--- src/sv/deq_pkg.sv ---
// Shared constants, codes and the command type of the double-ended queue.
`timescale 1ns / 1ps
`default_nettype none

package deq_pkg;

  // Defaults for the top-level parameters
  localparam int DEPTH_DEF      = 256;
  localparam int DATA_WIDTH_DEF = 32;

  // Fixed field widths of the channels
  localparam int OP_W     = 3;
  localparam int VAL_W    = 32;
  localparam int POS_W    = 16;
  localparam int COUNT_W  = 9;
  localparam int STATUS_W = 2;

  // Command queue between front and back (power of two)
  localparam int CMDQ_DEPTH = 2;

  // Operation codes
  localparam logic [OP_W-1:0] OP_PUSH_BACK  = 3'd0;
  localparam logic [OP_W-1:0] OP_PUSH_FRONT = 3'd1;
  localparam logic [OP_W-1:0] OP_POP_BACK   = 3'd2;
  localparam logic [OP_W-1:0] OP_POP_FRONT  = 3'd3;
  localparam logic [OP_W-1:0] OP_READ       = 3'd4;
  localparam logic [OP_W-1:0] OP_ROT_LEFT   = 3'd5;
  localparam logic [OP_W-1:0] OP_ROT_RIGHT  = 3'd6;
  localparam logic [OP_W-1:0] OP_SORT_CHK   = 3'd7;

  // Status codes
  localparam logic [STATUS_W-1:0] ST_OK    = 2'd0;
  localparam logic [STATUS_W-1:0] ST_FULL  = 2'd1;
  localparam logic [STATUS_W-1:0] ST_EMPTY = 2'd2;
  localparam logic [STATUS_W-1:0] ST_RANGE = 2'd3;

  // Classified request handed from front to back
  typedef struct packed {
    logic                    push;
    logic                    pop;
    logic                    at_front;
    logic                    rd;
    logic                    rot;
    logic                    rot_left;
    logic                    chk;
    logic signed [VAL_W-1:0] value;
    logic [POS_W-1:0]        position;
    logic                    ascending;
  } cmd_t;

endpackage

`default_nettype wire

--- src/sv/deq_if.sv ---
// Valid/ready channel interfaces for requests and results.
`timescale 1ns / 1ps
`default_nettype none

interface deq_in_if;
  logic                                 valid;
  logic                                 ready;
  logic [deq_pkg::OP_W-1:0]             op;
  logic signed [deq_pkg::VAL_W-1:0]     value;
  logic [deq_pkg::POS_W-1:0]            position;
  logic                                 ascending;

  modport source (output valid, op, value, position, ascending, input ready);
  modport sink   (input valid, op, value, position, ascending, output ready);
endinterface


`default_nettype wire

--- src/sv/deq_front.sv ---
// Request intake: decodes the op and queues classified commands for the back end.
`timescale 1ns / 1ps
`default_nettype none

module deq_front (
  input  wire logic         clk,
  input  wire logic         rst_n,
  deq_in_if.sink            in_if,
  output      logic         cmd_valid,
  input  wire logic         cmd_ready,
  output deq_pkg::cmd_t     cmd
);

  localparam int QD = deq_pkg::CMDQ_DEPTH;
  localparam int QW = $clog2(QD);

  deq_pkg::cmd_t  ent_r [QD];
  deq_pkg::cmd_t  cls;
  logic [QW-1:0]  wp_r;
  logic [QW-1:0]  rp_r;
  logic [QW:0]    cnt_r;
  logic           push;
  logic           pop;

  always_comb begin
    cls           = '0;
    cls.value     = in_if.value;
    cls.position  = in_if.position;
    cls.ascending = in_if.ascending;
    unique case (in_if.op)
      deq_pkg::OP_PUSH_BACK:  cls.push = 1'b1;
      deq_pkg::OP_PUSH_FRONT: begin
        cls.push     = 1'b1;
        cls.at_front = 1'b1;
      end
      deq_pkg::OP_POP_BACK:   cls.pop = 1'b1;
      deq_pkg::OP_POP_FRONT:  begin
        cls.pop      = 1'b1;
        cls.at_front = 1'b1;
      end
      deq_pkg::OP_READ:       cls.rd = 1'b1;
      deq_pkg::OP_ROT_LEFT:   begin
        cls.rot      = 1'b1;
        cls.rot_left = 1'b1;
      end
      deq_pkg::OP_ROT_RIGHT:  cls.rot = 1'b1;
      deq_pkg::OP_SORT_CHK:   cls.chk = 1'b1;
    endcase
  end

  assign in_if.ready = (cnt_r != (QW+1)'(QD));
  assign push        = in_if.valid && in_if.ready;
  assign cmd_valid   = (cnt_r != '0);
  assign pop         = cmd_valid && cmd_ready;
  assign cmd         = ent_r[rp_r];

  always_ff @(posedge clk) begin
    if (!rst_n) begin
      wp_r  <= '0;
      rp_r  <= '0;
      cnt_r <= '0;
    end else begin
      if (push) begin
        wp_r <= wp_r + QW'(1);
      end
      if (pop) begin
        rp_r <= rp_r + QW'(1);
      end
      if (push && !pop) begin
        cnt_r <= cnt_r + (QW+1)'(1);
      end else if (pop && !push) begin
        cnt_r <= cnt_r - (QW+1)'(1);
      end
    end
  end

  always_ff @(posedge clk) begin
    if (push) begin
      ent_r[wp_r] <= cls;
    end
  end

endmodule

`default_nettype wire

--- src/flat_wrapper.sv ---
// flat-port wrapper written by rule: the top's interface ports become plain ports
module deq_front_flat 
  (clk, rst_n, cmd_valid, cmd_ready, cmd, in_if_valid, in_if_op, in_if_value, in_if_position, in_if_ascending, in_if_ready);
  deq_in_if in_if_i ();
  input  wire logic clk;
  input  wire logic rst_n;
  output      logic cmd_valid;
  input  wire logic cmd_ready;
  output deq_pkg::cmd_t cmd;
  input wire logic [$bits(in_if_i.valid)-1:0] in_if_valid;
  input wire logic [$bits(in_if_i.op)-1:0] in_if_op;
  input wire logic [$bits(in_if_i.value)-1:0] in_if_value;
  input wire logic [$bits(in_if_i.position)-1:0] in_if_position;
  input wire logic [$bits(in_if_i.ascending)-1:0] in_if_ascending;
  output wire logic [$bits(in_if_i.ready)-1:0] in_if_ready;
  assign in_if_i.valid = in_if_valid;
  assign in_if_i.op = in_if_op;
  assign in_if_i.value = in_if_value;
  assign in_if_i.position = in_if_position;
  assign in_if_i.ascending = in_if_ascending;
  assign in_if_ready = in_if_i.ready;
  deq_front u_core (.clk(clk), .rst_n(rst_n), .in_if(in_if_i), .cmd_valid(cmd_valid), .cmd_ready(cmd_ready), .cmd(cmd));
endmodule
--- config.mk ---
export PLATFORM = sky130hd
export DESIGN_NAME = deq_front_flat
export DESIGN_NICKNAME = d
export VERILOG_FILES = /design/src/sv/deq_pkg.sv /design/src/sv/deq_if.sv /design/src/sv/deq_front.sv /design/src/flat_wrapper.sv
export SDC_FILE = /design/constraint.sdc
export NUM_CORES = 1
export LEC_CHECK = 0
export ABC_CLOCK_PERIOD_IN_PS = 4850
export BUFFER_PORTS_ARGS = -buffer_cell sky130_fd_sc_hd__buf_4
export CAP_MARGIN = 20
export CORE_MARGIN = 5
export CORE_UTILIZATION = 50
export DETAILED_ROUTE_END_ITERATION = 10
export PLACE_DENSITY = 0.82
export SETUP_SLACK_MARGIN = 0.4
export SYNTH_ARGS = -nofsm -noshare
export SYNTH_HDL_FRONTEND = slang
export SYNTH_SLANG_ARGS = --single-unit
export TNS_END_PERCENT = 100
--- constraint.sdc ---
create_clock -name clk -period 4.85 [get_ports clk]
set_clock_uncertainty 0.05 [all_clocks]
set_input_delay 1.455 -clock clk [delete_from_list [all_inputs] [get_ports clk]]
set_output_delay 1.455 -clock clk [all_outputs]
set_load 0.05 [all_outputs]
# [Word level (Yosys, flattened, before mapping)]
# Memories as Yosys holds them, arrays and structs flattened. A register that Yosys moved wholly into a read port is not among the register bits.
# Index checks and enable logic that the tools add are counted.
# W data, S select, Z words.
[totals] regBits=4 latch_bits=0 mem_bits_rw=112 rom_bits=0 inputBits=56 out_inout_bits=58 wordCells=42 memories=1
[memory_table] memory="u_core.ent_r" depth=2 width=56 rd=1 rd_ports_with_merged_regs=1 write_ports=1 line="deq_front.sv:17" rtl="deq_pkg::cmd_t ent_r [QD];"
[op_classes] n_addsub=4 multipliers=0 div=0 n_lt_le_gt_ge=0 eq_ne=8 n_shift=0 muxes=13 n_bitwise=0 reduce_logical=13
[ops] operator="$eq A3 B3 Y1 const B" count=4
[ops] operator="$mux W1" count=11
[ops] operator="$reduce_or A2 Y1" count=4
[ops] operator="$eq A3 B2 Y1 const B" count=2
[ops] operator="$logic_and A1 B1 Y1" count=4
[ops] operator="$mux W2" count=2
[ops] operator="$reduce_bool A2 Y1" count=2
[ops] operator="$eq A3 B1 Y1 const B" count=1
[ops] operator="$logic_not A3 Y1" count=1
[ops] operator="$add A1 B1 Y1 const B" count=2
[ops] operator="$add A2 B1 Y2 const B" count=1
[ops] operator="$logic_not A1 Y1" count=2
[ops] operator="$ne A2 B2 Y1 const B" count=1
[ops] operator="$sub A2 B1 Y2 const B" count=1

# [Logic depth before layout (Yosys ltp)]
# Gate-level depths: netlist of run 1.
[logic_depth] depth_word=6 depth_mapped=6

# [Worst setup path after synthesis of run 1]
# OpenSTA, ideal clock, no wires.
[synth_path] path_type="input to register" startpoint="input port in_if_valid" endpoint="memory u_core.ent_r[1][0] in the netlist's numbering (enable)" setup_ns=0.420 t_arrival_ns=2.829 path_slack_ns=1.551 path_stages=1 n_path_buf=0 cell_sequence="and3_1"
[synth_via] elab_chain_len=3
[synth_rtl] item="start: declaration" line="flat_wrapper.sv:10" rtl="input wire logic [$bits(in_if_i.valid)-1:0] in_if_valid;"
[synth_rtl] item="$logic_and A1 B1 Y1" line="deq_front.sv:52" rtl="assign push = in_if.valid && in_if.ready;"
[synth_rtl] item="$mux W1" line="deq_front.sv:78" rtl="if (push) begin"
[synth_rtl] item="$mux W1 (not written as such)" line="deq_front.sv:79" rtl="ent_r[wp_r] <= cls;"
[synth_rtl] item="end: declaration" line="deq_front.sv:17"
# Every way passes these cells.

==> summary.txt, run 1 <==
Status: finished clean
I/O pin cnt: 114
Synth Warn #: 0
CTS Root Cell: clkbuf_8
CP Launch Type: flip-flop
Max Buffers Root-to-Sink: 2
CTS clock-pin slew for the worst setup and hold paths: 0.05 ns
Mapped Cells: 207
Power density over the cells: 632.5 mW/mm^2
Cell Count, Final, Fillers Out: 458
Final instance area: 0.005874 mm^2
Total gr overflow: 0
Max Clock Freq: 282.2 MHz
Placed cell area: 0.005305 mm^2
Top post-synthesis cells by count: edfxtp_1 (112), mux2_2 (56), and2_1 (5), dfxtp_1 (5), buf_4 (4)
Tmin final: 3.544 ns
Layout Nets: 394
Die width: 103.1 um
Avg Cell Area, Syn: 20.91 um^2
Post-DRT Antenna Nets: 0
Share of the yosys chip area belonging to registers: 80.00%
Max Fanout on Critical Path: 22
Worst-margin pin slew: 0.7885 ns
Final wirelength: 7680 um
Vias in the first global route: 2,493
Critical-path top delay cell: dfxtp_2
Endpoints failing setup: 0
VDD IR max: 0.4524 mV
# port buffers: 113
Worst path max stage delay: 0.59 ns
Highest Signal Layer: met4
Top-count cell post-synth: edfxtp_1
FF+latch count, synth: 117
GRT Resource Usage Total: 15.39%
Met2 WL: 3958 um
Initial antenna violation count: 0
Most used cell, CP: buf_4
Number of fill cells: 578
WS Path Type: flip-flop to primary output
H-tree depth: 4
Post-synthesis async set-or-reset flop share: 0%
Yosys top cell by area: edfxtp_1
Count of different cell masters after synthesis: 24
Met1 wire length: 3159 um
CTS resizes: 0
Synth top area cells: edfxtp_1 (78%), mux2_2 (15%), dfxtp_1 (2.3%), and2_1 (0.72%), buf_4 (0.69%)
DRT Pass-1 Iters: 4
Die area: 0.01062 mm^2
Met3 wire length: 487 um
Row count: 34
Cts hold-fix bufs: 0
Main synth FF type: edfxtp_1
Iter 0 DRT Violations: 33
Post-DP HPWL: 5240 um
Vias: 2,269
Worst-skew pair later-pin latency: 0.49 ns
Post-synth top area share: 77.69%
Final Slew Violations: 0
Post-CTS setup buffers: 0
Power Total: 0.003716 W
Critical Path RT: 3.35 ns
Diodes inserted: 0
Max Cap Violations: 0
Post-Syn Area: 0.004329 mm^2
First-pass GRT wire length: 12,020 um
Leak: 2.214 nW
CP Cell Sequence: buf_4 -> mux2_2 -> buf_4
Vias per Instance: 4.954
Setup TNS: 0 ns
RSZ-0062 raised after global routing: no
Routability cong.: 0.6821
Post-synth EDFFs: 112
Slew headroom: 47.35%
CTS tree: done
Crit end category: primary output
# DRC: 0
Hold Path Class: flip-flop to flip-flop
CTS buffer count: 17
WP data arrival: 2.04 ns
Initial Util: 50.38%
Final Hold Viols: 0
Avg WL per Cell: 16.77 um
Fin crit share: 73.06%
Synth Net Count: 264
Placed cell count: 426
Die H: 103.1 um
Share of cells above drive strength 1: 59.71%
Final hold slack: 0.5134 ns
Core box area: 0.008593 mm^2
Largest net degree at the start of global routing: 38
Sink Count: 117
Area grow syn2layout: 35.69%
[routing by layer]
layer	up-vias	global-route usage (%)
li1	1078	-
met1	1110	18.04
met2	72	26.74
met3	9	5.074
met4	0	5.080
met5	-	0
[cells in the final DEF, fill, tap and decap left out, drive strengths merged, types with 2 or more instances in the layout]
cell type,Yosys,layout
and3,2,2
buf,6,117
xor2,2,2
edfxtp,112,112
a21boi,2,2
clkinv,0,5
bufinv,0,2
clkbuf,0,17
nor2,2,2
dfxtp,5,5
mux2,56,56
xnor2,2,2
nor2b,2,2
clkinvlp,0,4
o21ai,2,2
and2,5,5
inv,1,5
[per-stage QoR]
step	util, %	setup WS (ns)
finish	68.36	1.306
global route	68.36	1.200
detailed placement	61.74	1.707
CTS	68.36	1.255
floorplan	-	1.551
global placement	61.74	1.772
[final timing paths]
check             cells past startpoint            start  slack (ns)                   to
setup / recovery                      3        flip-flop        1.31              cmd[43]
hold reg to reg                       2  u_core.cnt_r[1]        0.51      u_core.cnt_r[1]
setup reg to reg                      4  u_core.cnt_r[0]        2.73  u_core.ent_r[0][10]
hold / removal                        2  u_core.cnt_r[1]        0.51      u_core.cnt_r[1]
[area by class of cell]
| class | count | area (um^2) | area share (%) |
|---|---|---|---|
| clock inverters | 15 | 155.1 | 2.641 |
| inverters | 1 | 3.754 | 0.06390 |
| well taps | 108 | 135.1 | 2.300 |
| multi-input cells | 83 | 823.3 | 14.01 |
| repair buffers | 117 | 878.3 | 14.95 |
| clock buffers | 17 | 414.1 | 7.050 |
| flip-flops and latches | 117 | 3465 | 58.98 |
[sequential cells by signal, indices dropped and copies added (netlist names), named ones only]
register      cells
u_core.wp_r       1
u_core.cnt_r      2
u_core.ent_r    112
u_core.rp_r       1
[critical path, delay by kind of cell, from the launching register on]
kind	cells	cell delay [ns]
flip-flops	1	0.59
buffers and inverters	2	0.57
multiplexers	1	0.39
[cells by family after synthesis]
kind of cell,count (synthesis),synth area share (%)
adders and majority gates,1,0.2890
muxes,56,14.57
DFF,117,80.00
xor gates and xnor gates,4,0.8094
and+or+nand+nor,17,2.515
buffers and inverters,7,1.012
AOI/OAI and AO/OA,5,0.8092
[report_power, final]
group	leakage [nW]	total (W)	internal, W	switching [W]
combinational	0.856	0.00123	0.000423	0.000811
clock	0.267	0.00116	0.000732	0.000426
sequential	1.09	0.00132	0.00127	0.0000562
Power figures use the tool's default switching activity.
==> run 2, diff against run 1 <==
ABC_CLOCK_PERIOD_IN_PS = 2900   (was 4850)
CORE_UTILIZATION = 47   (was 50)
PLACE_DENSITY = 0.81   (was 0.82)
clock period = 2.9 ns   (was 4.85 ns; I/O delays follow)
==> run 2 against run 1 <==
First-iteration DRC count increased by 130%. Design area rose by 0.72%. Count of clock-buffer cells in the layout unchanged. Global-route usage is 0.77 points lower. Core utilization shrank 3.4 points. Critical path type unchanged. Largest power group unchanged.
==> summary.txt, run 2 (synthesis results as in run 1) <==
Final Slew Violations: 0
I/O pin cnt: 114
H-tree depth: 4
CP delay by family, top: flip-flops
Post-DP HPWL: 4939 um
Reg with most FFs: u_core.ent_r
Max Fanout on Critical Path: 21
VDD IR max: 0.5818 mV
Critical-path top delay cell: dfxtp_4
# DRC: 0
Initial antenna violation count: 0
Number of fill cells: 652
Endpoints failing setup: 0
Core box area: 0.009109 mm^2
Most common cell after layout, fill and taps aside: buf_4
Post-CTS setup buffers: 0
CP Launch Type: flip-flop
DRT Pass-1 Iters: 4
Total gr overflow: 0
RSZ-0062 raised after global routing: yes
Worst path max stage delay: 0.39 ns
Sink Count: 117
Area grow syn2layout: 36.68%
Final Hold Viols: 0
Die area: 0.01123 mm^2
Tmin final: 2.526 ns
Max Buffers Root-to-Sink: 2
Placed cell count: 430
Sequential power share: 35.3%
Met1 wire length: 3058 um
GRT Resource Usage Total: 14.61%
Met3 wire length: 468 um
CTS buffer count: 17
Switch share: 34.30%
Max Clock Freq: 395.9 MHz
Initial Util: 47.53%
Final wirelength: 7796 um
Clk pwr share: 29.9%
Most frequent cells in the layout: buf_4 (113), edfxtp_1 (112), mux2_2 (56)
Diodes inserted: 0
# port buffers: 113
Met2 WL: 4247 um
Slew headroom: 78.62%
Die width: 106.0 um
Crit end category: primary output
NetSw: 0.002129 W
Iter 0 DRT Violations: 77
Die H: 106.0 um
Setup TNS: 0 ns
Status: finished clean
Routability cong.: 0.7440
Highest Signal Layer: met4
Layout Nets: 395
CTS clock-pin slew for the worst setup and hold paths: 0.05 ns
Vias: 2,250
Cell Count, Final, Fillers Out: 460
Critical Path RT: 1.98 ns
Power density over the cells: 1049 mW/mm^2
Worst-skew pair later-pin latency: 0.48 ns
WS Path Type: flip-flop to primary output
CP Cell Sequence: buf_12 -> mux2_2 -> buf_4
Fin crit share: 87.11%
Leak: 2.219 nW
Share of cells above drive strength 1: 59.03%
Hold Path Class: flip-flop to flip-flop
Worst-margin pin slew: 0.3207 ns
Avg WL per Cell: 16.95 um
WP data arrival: 1.61 ns
Max FFs per register: 112
Largest net degree at the start of global routing: 57
CTS Root Cell: clkbuf_8
Gate power share: 34.8%
Vias per Instance: 4.891
Max Cap Violations: 0
Largest registers: u_core.ent_r: 112 flops, u_core.cnt_r: 2 flops
Vias in the first global route: 2,557
CTS tree: done
Row count: 35
First-pass GRT wire length: 12,500 um
Critical path buffers and inverters: 2
Pint: 0.004078 W
Post-DRT Antenna Nets: 0
-- run 2: changes by cell type in the layout (fill, tap and decap cells not counted), sizes merged --
cell | before | now
inv | 5 | 0
clkinv | 5 | 8
buf | 117 | 118
-- run 2: layout make-up --
class                           count  area, um^2  share of cell area (%)
Timing Repair Buffer              118       948.4                   16.03
Sequential cell                   117        3467                   58.60
Multi-Input combinational cell     83       823.3                   13.91
Inverter                            1       7.507                  0.1269
Clock inverter                     13       117.6                   1.988
Clock buffer                       17       414.1                   6.999
Tap cell                          111       138.9                   2.347
-- run 2: power by group through the flow --
stage / Sequential, W / Clock [W] / Combinational [W]
2_1_floorplan: 0.00220 / 0 / 0.00155
3_3_place_gp: 0.00220 / 0 / 0.00212
3_5_place_dp: 0.00222 / 0 / 0.00215
4_1_cts: 0.00219 / 0.00190 / 0.00219
5_1_grt: 0.00221 / 0.00199 / 0.00227
6_report: 0.00219 / 0.00186 / 0.00216
-- run 2: stage by stage --
stage	instance area (um^2)	worst slack (ns)	util (%)	hold WS [ns]	total power (W)
4_1_cts	5917	0.3243	64.96	0.4817	0.006290
2_1_floorplan	4334	0.6489	-	0.4624	0.003745
3_3_place_gp	5345	0.8080	58.68	0.4789	0.004328
6_report	5917	0.3738	64.96	0.5139	0.006206
3_5_place_dp	5345	0.7760	58.68	0.5039	0.004363
5_1_grt	5917	0.3033	64.96	0.4799	0.006468
-- run 2: what timing repair did --
| action | 4_1_cts | 5_1_grt |
|---|---|---|
| resized for setup | 10 | 0 |
| pin swaps | 0 | 0 |
| hold buffers | 0 | 0 |
| endpoints found under the setup margin | 56 | 56 |
-- run 2: routing by layer --
metal / vias to the layer above / global-route usage [%]
met2: 68 / 26.09
li1: 1070 / -
met4: 0 / 4.440
met3: 2 / 5.525
met5: - / 0
met1: 1110 / 16.19
-- run 2: worst paths after layout --
path / from / end / slack (ns) / depth (start not counted)
max reg2reg: u_core.cnt_r[0] / u_core.cnt_r[1] / 1.26 / 5
min: u_core.cnt_r[1] / u_core.cnt_r[1] / 0.51 / 2
max: flip-flop / cmd[30] / 0.37 / 3
min reg2reg: u_core.cnt_r[1] / u_core.cnt_r[1] / 0.51 / 2
-- run 2: worst reg2reg max path: cells and delay by family, from the launching register on --
| kind | cells | cell delay, ns |
|---|---|---|
| AND/OR/NAND/NOR | 3 | 0.70 |
| AO/OA/AOI/OAI | 1 | 0.16 |
| adder cells (fa/ha/maj) | 1 | 0.31 |
| flip-flops | 1 | 0.35 |
==> run 3, diff against run 2 <==
REMOVE_ABC_BUFFERS = 1   (was default)
==> run 3 against run 2 <==
Critical path depth stayed put. Register-to-register slack worse by 0.02 ns. Design area is 1.0% higher. Sequential cell count stayed put. Fmax is 1.4% lower. Via count is 1.7% higher. Routed wire length is 4.2% higher. Combinational power hardly changed. Power is 2.8% higher. Sequential power hardly changed. Final cell count is 0.87% higher. Hold slack worse by 0.0011 ns. Largest cell class unchanged. Largest power group unchanged.
==> summary.txt, run 3 (synthesis results as in run 1) <==
Status: finished clean
Setup TNS: 0 ns
Vias per Instance: 4.931
Initial Util: 47.53%
Total gr overflow: 0
Worst-skew pair later-pin latency: 0.49 ns
Max FFs per register: 112
R2r endpoint: u_core.cnt_r[1]
Util after Layout: 65.63%
DRT Pass-1 Iters: 4
CTS buffer count: 17
Tmin final: 2.563 ns
Avg WL per Cell: 17.52 um
Routability cong.: 0.6948
Worst path max stage delay: 0.42 ns
# DRC: 0
Vias in the first global route: 2,583
Leak: 2.265 nW
CTS tree: done
Worst-margin pin slew: 0.3986 ns
Largest registers: u_core.ent_r: 112 flops, u_core.cnt_r: 2 flops
Max Cap Violations: 0
Critical-path top delay cell: dfxtp_4
Vias: 2,288
WP data arrival: 1.64 ns
Slew headroom: 73.42%
Die H: 106.0 um
Post-DRT Antenna Nets: 0
Final hold slack: 0.5128 ns
Critical path buffers and inverters: 2
Reg with most FFs: u_core.ent_r
Final Slew Violations: 0
WS Path Type: flip-flop to primary output
Reg2Reg Launch Point: u_core.cnt_r[0]
Sink Count: 117
Most frequent cells in the layout: buf_4 (117), edfxtp_1 (112), mux2_2 (56)
Endpoints failing setup: 0
Number of fill cells: 631
Worst reg-to-reg path cell count: 5
CP Launch Type: flip-flop
CTS Root Cell: clkbuf_8
Final worst setup slack: 0.3370 ns
Fin crit share: 88.38%
CP Cell Sequence: clkbuf_16 -> mux2_2 -> buf_4
Die area: 0.01123 mm^2
Max Fanout on Critical Path: 15
Max Clock Freq: 390.2 MHz
Die width: 106.0 um
Row count: 35
Power density over the cells: 1067 mW/mm^2
# port buffers: 113
Pre-CTS setup slack: 0.7172 ns
Cts hold-fix bufs: 0
I/O pin cnt: 114
First-pass GRT wire length: 12,560 um
Post-DP HPWL: 5251 um
Hold Path Class: input port to flip-flop
CTS clock-pin slew for the worst setup and hold paths: 0.06 ns
Diodes inserted: 0
Area grow syn2layout: 38.09%
Max Buffers Root-to-Sink: 2
Largest net degree at the start of global routing: 31
Layout Nets: 398
Share of cells above drive strength 1: 60.06%
Final wirelength: 8127 um
VDD IR max: 0.6127 mV
Critical Path RT: 1.98 ns
Crit end category: primary output
Core box area: 0.009109 mm^2
CP delay by family, top: flip-flops
WHS Path Cells: 1
Iter 0 DRT Violations: 72
RSZ-0062 raised after global routing: yes
Most common cell after layout, fill and taps aside: buf_4
Final Hold Viols: 0
GRT Resource Usage Total: 14.49%
Initial antenna violation count: 0
Worst hold path startpoint: in_if_position[2]
Hold EP: u_core.ent_r[0][3]
FF-to-FF setup slack: 1.24 ns
H-tree depth: 4
[run 3: cell types whose count changed in the layout (fill, tap and decap cells not counted)]
| cell | before | now |
|---|---|---|
| buf_12 | 5 | 2 |
| buf_4 | 113 | 117 |
| bufinv_16 | 2 | 3 |
| clkbuf_1 | 0 | 1 |
| clkbuf_16 | 16 | 18 |
| clkinv_1 | 4 | 1 |
| clkinv_2 | 4 | 3 |
| clkinv_4 | 0 | 3 |
| clkinvlp_4 | 4 | 2 |
| inv_2 | 0 | 1 |
| inv_6 | 0 | 1 |
[run 3: worst max-delay path by stage]
| stage | startpoint | depth (start not counted) | endpoint |
|---|---|---|---|
| 2_1_floorplan | flip-flop | 1 | cmd[0] |
| 3_3_place_gp | flip-flop | 3 | cmd[35] |
| 3_5_place_dp | flip-flop | 3 | cmd[1] |
| 4_1_cts | flip-flop | 3 | cmd[1] |
| 5_1_grt | flip-flop | 3 | cmd[19] |
| 6_report | flip-flop | 3 | cmd[37] |
[run 3: repair_timing]
item                                    CTS  global route
endpoints found under the setup margin   56            56
buffers inserted                          0             0
gates cloned                              0             2
hold endpoints to repair                  0             0
resized for setup                         6             1
pin swaps                                 0             0
[run 3: area by class of cell]
class | count | area [um^2] | share of cell area, %
Multi-Input combinational cell | 83 | 823.3 | 13.77
Clock inverter | 13 | 158.9 | 2.658
Tap cell | 111 | 138.9 | 2.323
Sequential cell | 117 | 3467 | 58.00
Timing Repair Buffer | 121 | 968.4 | 16.20
Clock buffer | 18 | 417.9 | 6.990
Inverter | 1 | 3.754 | 0.06279
[run 3: metrics by stage]
step / instances / area, um^2 / power [W]
floorplan: 201 / 4289 / 0.003719
global placement: 431 / 5324 / 0.004308
detailed placement: 431 / 5324 / 0.004338
CTS: 462 / 5926 / 0.006391
global route: 464 / 5978 / 0.006631
finish: 464 / 5978 / 0.006377
[run 3: routing by layer]
layer  vias up  part of all wire, %  track usage [%]
li1       1080                    -                -
met2        69                   54            25.41
met4         0                 0.58            5.180
met1      1135                   40            16.68
met5         -                    0                0
met3         4                  5.6            4.675
[run 3: report_power, final]
group	total [W]	internal [W]	switching (W)	leakage [nW]
logic	0.00218	0.000784	0.00140	0.895
clock network	0.00200	0.00130	0.000698	0.278
registers	0.00220	0.00212	0.0000791	1.09
